<file path="src/hw/rtl/owtsm_pkg.sv">
// Shared types and constants of the offset-windowed mean stack.
package owtsm_pkg;

	localparam int MAX_TRACES_DEF = 256;
	localparam int OFFSET_W       = 20;
	localparam int AMP_W          = 32;
	localparam int CFG_IDX_W      = 2;
	localparam int CFG_DATA_W     = 20;

	typedef enum logic [CFG_IDX_W-1:0] {
		REG_WINDOW_ENABLE  = 2'd0,
		REG_WINDOW_BOUND_A = 2'd1,
		REG_WINDOW_BOUND_B = 2'd2
	} cfg_reg_t;

	typedef struct packed {
		logic signed [OFFSET_W-1:0] trace_offset;
		logic signed [AMP_W-1:0]    amplitude;
		logic                       amplitude_defined;
		logic                       last_trace;
	} in_item_t;

	typedef struct packed {
		logic signed [AMP_W-1:0] stacked_mean;
		logic                    mean_defined;
	} out_item_t;

	typedef struct packed {
		logic                       enable;
		logic signed [OFFSET_W-1:0] bound_a;
		logic signed [OFFSET_W-1:0] bound_b;
	} window_cfg_t;

endpackage

</file>
<file path="src/hw/rtl/offset_window_trace_stack_mean.sv">
// Offset-windowed mean stack of one time sample of a gather.
//
// trace channel: one beat per trace of the time sample, carrying offset, Q16.16
// amplitude, defined flag and last flag. Beats are taken one per cycle; a beat is
// summed when defined and, with the window on, its offset lies inside the window
// (bounds in either order, inclusive). At most MAX_TRACES beats are summed.
// stack channel: one beat per time sample, on the last trace: the mean truncated
// toward zero, or mean_defined low with a zero mean when nothing was summed.
// cfg channel: always ready; index 0 window enable, 1 and 2 the window bounds.
// The mean comes from the divider, which resolves one quotient bit a cycle; an
// empty stack skips the division and goes from the queue to the result register.
// Throughput: one trace beat a cycle; the divider takes a new sum only once
// its last mean is taken. Two finished sums wait in a queue; the trace channel
// stalls only when that queue is full. A stalled stack receiver holds the
// divider, then the queue fills, then the trace channel stalls. Reset clears
// registers, sums, counts and the queue.
module offset_window_trace_stack_mean #(
	parameter int MAX_TRACES = owtsm_pkg::MAX_TRACES_DEF
) (
	input  logic                                   clk,
	input  logic                                   arst_n,
	input  logic                                   trace_valid,
	output logic                                   trace_ready,
	input  owtsm_pkg::in_item_t                    trace,
	output logic                                   stack_valid,
	input  logic                                   stack_ready,
	output owtsm_pkg::out_item_t                   stack,
	input  logic                                   cfg_valid,
	output logic                                   cfg_ready,
	input  logic [owtsm_pkg::CFG_IDX_W-1:0]        cfg_index,
	input  logic [owtsm_pkg::CFG_DATA_W-1:0]       cfg_data
);
	import owtsm_pkg::*;

	localparam int CNT_W = $clog2(MAX_TRACES + 1);
	localparam int SUM_W = AMP_W + $clog2(MAX_TRACES);
	localparam int Q_W   = SUM_W + CNT_W;

	window_cfg_t             window_q;
	logic                    push;
	logic                    push_ready;
	logic signed [SUM_W-1:0] push_sum;
	logic [CNT_W-1:0]        push_count;
	logic                    q_valid;
	logic [Q_W-1:0]          q_data;
	logic                    div_ready;

	assign cfg_ready = 1'b1;

	always_ff @(posedge clk or negedge arst_n) begin
		if (!arst_n) begin
			window_q <= '0;
		end else if (cfg_valid) begin
			case (cfg_reg_t'(cfg_index))
				REG_WINDOW_ENABLE:  window_q.enable  <= cfg_data[0];
				REG_WINDOW_BOUND_A: window_q.bound_a <= cfg_data;
				REG_WINDOW_BOUND_B: window_q.bound_b <= cfg_data;
				default: ;
			endcase
		end
	end

	owtsm_front #(
		.MAX_TRACES (MAX_TRACES),
		.SUM_W      (SUM_W),
		.CNT_W      (CNT_W)
	) u_front (
		.clk        (clk),
		.arst_n     (arst_n),
		.window     (window_q),
		.item_valid (trace_valid),
		.item_ready (trace_ready),
		.item       (trace),
		.push       (push),
		.push_sum   (push_sum),
		.push_count (push_count),
		.push_ready (push_ready)
	);

	owtsm_queue #(
		.W (Q_W)
	) u_queue (
		.clk        (clk),
		.arst_n     (arst_n),
		.push       (push),
		.push_data  ({push_sum, push_count}),
		.push_ready (push_ready),
		.pop_valid  (q_valid),
		.pop_data   (q_data),
		.pop        (div_ready)
	);

	owtsm_div #(
		.SUM_W (SUM_W),
		.CNT_W (CNT_W)
	) u_div (
		.clk          (clk),
		.arst_n       (arst_n),
		.job_valid    (q_valid),
		.job_ready    (div_ready),
		.job_sum      (q_data[Q_W-1:CNT_W]),
		.job_count    (q_data[CNT_W-1:0]),
		.result_valid (stack_valid),
		.result_ready (stack_ready),
		.result       (stack)
	);

`ifndef SYNTHESIS
	a_empty_is_zero: assert property (@(posedge clk) disable iff (!arst_n)
		stack_valid && !stack.mean_defined |-> stack.stacked_mean == '0)
		else $error("undefined mean carries a nonzero value");

	a_last_queued: assert property (@(posedge clk) disable iff (!arst_n)
		trace_valid && trace_ready && trace.last_trace |=> q_valid)
		else $error("last trace beat did not reach the queue");

	a_one_result: assert property (@(posedge clk) disable iff (!arst_n)
		stack_valid && stack_ready |=> !stack_valid)
		else $error("result shown again after it was taken");
`endif

endmodule

</file>
<file path="src/hw/rtl/owtsm_front.sv">
// Front end: offset window test, running sum and count, hand-off on the last beat.
module owtsm_front #(
	parameter int MAX_TRACES = owtsm_pkg::MAX_TRACES_DEF,
	parameter int SUM_W      = 40,
	parameter int CNT_W      = 9
) (
	input  logic                        clk,
	input  logic                        arst_n,
	input  owtsm_pkg::window_cfg_t      window,
	input  logic                        item_valid,
	output logic                        item_ready,
	input  owtsm_pkg::in_item_t         item,
	output logic                        push,
	output logic signed [SUM_W-1:0]     push_sum,
	output logic [CNT_W-1:0]            push_count,
	input  logic                        push_ready
);
	import owtsm_pkg::*;

	logic signed [SUM_W-1:0]    sum_q;
	logic [CNT_W-1:0]           count_q;
	logic signed [SUM_W-1:0]    sum_nx;
	logic [CNT_W-1:0]           count_nx;
	logic signed [OFFSET_W-1:0] lo;
	logic signed [OFFSET_W-1:0] hi;
	logic                       in_window;
	logic                       add;
	logic                       take;

	assign item_ready = push_ready;
	assign take       = item_valid && push_ready;

	always_comb begin
		// order the bounds; either may be the lower one
		if (window.bound_a < window.bound_b) begin
			lo = window.bound_a;
			hi = window.bound_b;
		end else begin
			lo = window.bound_b;
			hi = window.bound_a;
		end
		in_window = !window.enable ||
			((item.trace_offset >= lo) && (item.trace_offset <= hi));
		add = item.amplitude_defined && in_window && (count_q < CNT_W'(MAX_TRACES));
		sum_nx   = add ? (sum_q + SUM_W'(item.amplitude)) : sum_q;
		count_nx = add ? (count_q + CNT_W'(1)) : count_q;
	end

	assign push       = take && item.last_trace;
	assign push_sum   = sum_nx;
	assign push_count = count_nx;

	always_ff @(posedge clk or negedge arst_n) begin
		if (!arst_n) begin
			sum_q   <= '0;
			count_q <= '0;
		end else if (take) begin
			if (item.last_trace) begin
				sum_q   <= '0;
				count_q <= '0;
			end else begin
				sum_q   <= sum_nx;
				count_q <= count_nx;
			end
		end
	end

endmodule

</file>
<file path="src/hw/rtl/owtsm_queue.sv">
// Two-entry queue of finished sums and counts between front and divider.
module owtsm_queue #(
	parameter int W = 49
) (
	input  logic         clk,
	input  logic         arst_n,
	input  logic         push,
	input  logic [W-1:0] push_data,
	output logic         push_ready,
	output logic         pop_valid,
	output logic [W-1:0] pop_data,
	input  logic         pop
);
	logic [W-1:0] mem_q [2];
	logic         wptr_q;
	logic         rptr_q;
	logic [1:0]   count_q;
	logic         do_push;
	logic         do_pop;

	assign push_ready = (count_q != 2'd2);
	assign pop_valid  = (count_q != 2'd0);
	assign pop_data   = mem_q[rptr_q];
	assign do_push    = push && push_ready;
	assign do_pop     = pop && pop_valid;

	always_ff @(posedge clk) begin
		if (do_push) begin
			mem_q[wptr_q] <= push_data;
		end
	end

	always_ff @(posedge clk or negedge arst_n) begin
		if (!arst_n) begin
			wptr_q  <= 1'b0;
			rptr_q  <= 1'b0;
			count_q <= 2'd0;
		end else begin
			if (do_push) begin
				wptr_q <= !wptr_q;
			end
			if (do_pop) begin
				rptr_q <= !rptr_q;
			end
			if (do_push && !do_pop) begin
				count_q <= count_q + 2'd1;
			end else if (do_pop && !do_push) begin
				count_q <= count_q - 2'd1;
			end
		end
	end

endmodule

</file>
<file path="src/hw/rtl/owtsm_div.sv">
// Back end: one-bit-per-cycle signed sum by count division and result register.
module owtsm_div #(
	parameter int SUM_W = 40,
	parameter int CNT_W = 9
) (
	input  logic                    clk,
	input  logic                    arst_n,
	input  logic                    job_valid,
	output logic                    job_ready,
	input  logic signed [SUM_W-1:0] job_sum,
	input  logic [CNT_W-1:0]        job_count,
	output logic                    result_valid,
	input  logic                    result_ready,
	output owtsm_pkg::out_item_t    result
);
	import owtsm_pkg::*;

	localparam int STEP_W = $clog2(SUM_W);

	typedef enum logic [1:0] {ST_IDLE, ST_RUN, ST_DONE} state_t;

	state_t             state_q;
	logic [STEP_W-1:0]  step_q;
	logic [SUM_W-1:0]   quo_q;
	logic [CNT_W-1:0]   rem_q;
	logic [CNT_W-1:0]   div_q;
	logic               neg_q;
	out_item_t          result_q;

	logic [CNT_W:0]     r2;
	logic [CNT_W:0]     r_sub;
	logic               ge;
	logic [SUM_W-1:0]   quo_nx;
	logic [SUM_W-1:0]   quo_signed;
	logic [SUM_W-1:0]   mag;

	assign job_ready    = (state_q == ST_IDLE);
	assign result_valid = (state_q == ST_DONE);
	assign result       = result_q;

	always_comb begin
		r2         = {rem_q, quo_q[SUM_W-1]};
		r_sub      = r2 - {1'b0, div_q};
		ge         = (r2 >= {1'b0, div_q});
		quo_nx     = {quo_q[SUM_W-2:0], ge};
		quo_signed = neg_q ? (-quo_nx) : quo_nx;
		mag        = job_sum[SUM_W-1] ? (-job_sum) : job_sum;
	end

	always_ff @(posedge clk or negedge arst_n) begin
		if (!arst_n) begin
			state_q  <= ST_IDLE;
			step_q   <= '0;
			quo_q    <= '0;
			rem_q    <= '0;
			div_q    <= '0;
			neg_q    <= 1'b0;
			result_q <= '0;
		end else begin
			unique case (state_q)
				ST_IDLE: begin
					if (job_valid) begin
						if (job_count == '0) begin
							result_q.stacked_mean <= '0;
							result_q.mean_defined <= 1'b0;
							state_q               <= ST_DONE;
						end else begin
							quo_q   <= mag;
							rem_q   <= '0;
							div_q   <= job_count;
							neg_q   <= job_sum[SUM_W-1];
							step_q  <= STEP_W'(SUM_W - 1);
							state_q <= ST_RUN;
						end
					end
				end
				ST_RUN: begin
					quo_q  <= quo_nx;
					rem_q  <= ge ? r_sub[CNT_W-1:0] : r2[CNT_W-1:0];
					step_q <= step_q - STEP_W'(1);
					if (step_q == '0) begin
						// quotient magnitude fits the output width, drop the top bits
						result_q.stacked_mean <= quo_signed[AMP_W-1:0];
						result_q.mean_defined <= 1'b1;
						state_q               <= ST_DONE;
					end
				end
				ST_DONE: begin
					if (result_ready) begin
						state_q <= ST_IDLE;
					end
				end
				default: begin
					state_q <= ST_IDLE;
				end
			endcase
		end
	end

endmodule

</file>
<file path="config.mk">
export PLATFORM = sky130hd
export DESIGN_NAME = offset_window_trace_stack_mean
export DESIGN_NICKNAME = d
export VERILOG_FILES = /design/src/hw/rtl/owtsm_pkg.sv /design/src/hw/rtl/offset_window_trace_stack_mean.sv /design/src/hw/rtl/owtsm_front.sv /design/src/hw/rtl/owtsm_queue.sv /design/src/hw/rtl/owtsm_div.sv
export SDC_FILE = /design/constraint.sdc
export NUM_CORES = 1
export LEC_CHECK = 0
export BUFFER_PORTS_ARGS = -buffer_cell sky130_fd_sc_hd__clkbuf_2
export CAP_MARGIN = 25
export CORE_MARGIN = 2
export CORE_UTILIZATION = 35
export DETAILED_ROUTE_END_ITERATION = 16
export PLACE_DENSITY_LB_ADDON = 0.08
export RECOVER_POWER = 50
export SETUP_SLACK_MARGIN = 0.15
export SKIP_CTS_REPAIR_TIMING = 1
export SLEW_MARGIN = 20
export SYNTH_ARGS = -nofsm -noshare
export SYNTH_HDL_FRONTEND = slang
export SYNTH_SLANG_ARGS = --single-unit
</file>
<file path="constraint.sdc">
create_clock -name clk -period 5.9 [get_ports clk]
set_clock_uncertainty 0.1 [all_clocks]
set_input_delay 0.59 -clock clk [delete_from_list [all_inputs] [get_ports clk]]
set_output_delay 0.59 -clock clk [all_outputs]
set_load 0.03 [all_outputs]
</file>
==> qor.csv <==
metric,value,unit
Tcrit/Tclk final,0.911,
Net Sw Power,4.47,mW
final std cells w/o fill,2543,
CTS tree,done,
GRT Overall Usage,0.169,
Crit path required time,6.08,ns
TritonCTS Buffers,36,
post-synthesis register bit count,292,
Crit path max-delay family,compound AO/OA/AOI/OAI gates,
Layout fillers,5005,
final hold slack,0.163,ns
core area,50300,µm²
Worst Path Buf+Inv,5,
reg-to-reg startpoint,window_q[9]$_DFFE_PN0P_,
internal power,6.37,mW
Slew Limit Fails,198,
CP startpoint,window_q[9]$_DFFE_PN0P_,
Setup Viol. Count Final,0,
Synth Area per Inst,10.3,µm²
CP Class,flip-flop to flip-flop,
Via Count,13300,
synth-to-layout area growth,14.6,%
met2 wire len,18900,µm
initial antenna violation count,0,
crit path DAT,5.55,ns
DRT met1 WL,24400,µm
DRC viols,0,
Slowest cell on crit path,mux2_2,
Placed Cells,2476,
sequential share of power,0.316,
Comb pwr share,0.471,
overall power,10.8,mW
Antenna Cells,0,
Max Fclk,0.186,GHz
Port-buffer cells,115,
IO Pins,117,
top cell type by total area after synthesis,dfrtp_1,
buffer depth of the longest clock path,3,
layout cell share with drive strength beyond 1,0.154,
worst skew pair latency,0.54,ns
Slew HR,-0.937,
peak supply drop,0.254,mV
status,"complete, but fails checks",
clock power share,0.213,
Post-synth EDFFs,98,
switching portion of total power,0.412,
failing checks,"max-capacitance violations, max-slew violations",
Unique masters post-synth,85,
largest net degree at the start of global routing,101,
register area share after synthesis,0.437,
syn_nets,1938,
Worst setup SP type,flip-flop,
via/cell ratio,5.22,
Initial Util,0.355,
"Reg clk slew, reported paths",0.06,ns
max_cap viols,3,
Nets,2041,
vias in the first global route,13000,
Util after Layout,0.407,
"wirelength, routed",45300,µm
share of async-settable or async-resettable flops after synthesis,0.664,
mapped cell area,17900,µm²
H-tree depth,2,
CP cell instances,inv_1 -> ha_1 -> a21oi_1 -> nor2b_1 -> o21ai_0 -> nand2b_1 -> nor4_1 -> a211oi_1 -> buf_4 -> o2bb2ai_4 -> buf_8 -> mux2i_1 -> ha_1 -> nand4_1 -> nor4_2 -> a21boi_0 -> nor4b_1 -> xnor2_1 -> a311oi_4 -> buf_4 -> buf_8 -> mux2_2,
RSZ-0062 raised after global routing,no,
Root Buffer,clkbuf_16,
worst slew pin tran,2.91,ns
setup tns final,0,ns
metal3 WL,1370,µm
GP Congestion,0.828,
CP max FO,30,
Congestion Overflow GR,0,
worst hold path type,input pin to flip-flop,
max layer used,met4,
Cells after Synth,1742,
CP peak stage delay,0.41,ns
Cell Rows,82,
Synth top area share,0.272,
fin crit period,5.37,ns
ys flop type,dfrtp_1,
min-delay src,stack_ready,
Synth top cells by count,"dfrtp_1 (194), a21oi_1 (131), nand2_1 (128)",
"antenna viol nets, final",0,
average wire per standard cell,17.8,µm
Final Hold Vio Count,0,
Die W,230,µm
largest cells by area after synthesis,"dfrtp_1 (27%), edfxtp_1 (16%), ha_1 (7.9%)",
Post-DP HPWL,32900,µm
Initial DRC Count,825,
drt first pass iters,5,
Synth Warn #,0,
Pwr per Cell Area,530,nW/µm²
critical path capture point type,flip-flop,
global-route wire length before repair,72500,µm
cell with the most instances after synthesis,dfrtp_1,
Static Leak,8.74,nW
Sink Count,292,
Die Footprint,52900,µm²
die height,230,µm
## area by class of cell
class	count	area [µm²]	area share
Sequential cell	292	7800	0.381
Timing Repair Buffer	146	805	0.0393
Clock inverter	24	285	0.0139
Multi-Input combinational cell	1310	9560	0.467
Inverter	59	221	0.0108
Clock buffer	40	957	0.0468
Tap cell	672	841	0.0411
## kinds of logic after synthesis
group                    Yosys count  synth area share
other                              1          0.000210
XOR/XNOR                         119            0.0583
buffers and inverters            140            0.0326
adder cells (fa/ha/maj)          115            0.0814
multiplexers                     172             0.103
flip-flops                       292             0.437
AO/OA/AOI/OAI                    452             0.163
AND/OR/NAND/NOR                  451             0.126
## power groups by stage
stage | Sequential [mW] | Clock (mW) | Combinational [mW]
6_report | 3.43 | 2.31 | 5.11
5_1_grt | 3.52 | 2.47 | 5.75
4_1_cts | 3.42 | 2.38 | 5.08
3_5_place_dp | 3.45 | 0 | 5.06
3_3_place_gp | 3.45 | 0 | 5.00
2_1_floorplan | 3.20 | 0 | 3.89
## flip-flops by register name, indices dropped and copies added, names as in the netlist
| register | count |
|---|---|
| u_queue.mem_q | 98 |
| window_q | 41 |
| u_div.quo_q | 40 |
| u_front.sum_q | 40 |
| u_div.result | 33 |
| u_div.div_q | 9 |
| u_div.rem_q | 9 |
| u_front.count_q | 9 |
| u_div.step_q | 6 |
| u_div.state_q | 2 |
| u_queue.count_q | 2 |
| u_div.neg_q | 1 |
| u_queue.rptr_q | 1 |
| u_queue.wptr_q | 1 |
## metal layers
layer,GRT usage,vias to the layer above
li1,-,6641
met4,0.0349,0
met5,0,-
met1,0.266,6410
met3,0.0242,48
met2,0.244,187
## path summary, 6_finish.rpt
kind | endpoint | depth (start not counted) | slack [ns]
min reg2reg | u_div.result[1]$_DFFE_PN0P_ | 2 | 0.37
max reg2reg | u_queue.mem_q[1][45]$_DFFE_PP_ | 22 | 0.53
min in group asynchronous | window_q[36]$_DFFE_PN0P_ | 1 | 0.82
max | u_queue.mem_q[1][45]$_DFFE_PP_ | 22 | 0.53
min | u_div.state_q[1]$_DFFE_PN0P_ | 2 | 0.16
max in group asynchronous | u_div.quo_q[30]$_DFFE_PN0P_ | 2 | 1.38
## through the flow
stage	cell area [µm²]	setup WS (ns)
final	20500	0.527
after global routing	20500	0.166
after CTS	20400	0.298
after detailed placement	19200	0.312
after global placement	19200	0.465
after floorplan	17900	0.476
## cells in the final DEF (no fill, tap or decap), drive strengths merged, types with 26 or more instances in the layout
master / n
a21o: 29
a21oi: 131
a22o: 38
clkbuf: 161
dfrtp: 194
edfxtp: 98
ha: 113
inv: 63
mux2: 86
mux2i: 86
nand2: 129
nor2: 114
nor3: 33
o21ai: 126
or3: 26
xnor2: 57
xor2: 62
Power figures use the tool's default switching activity.
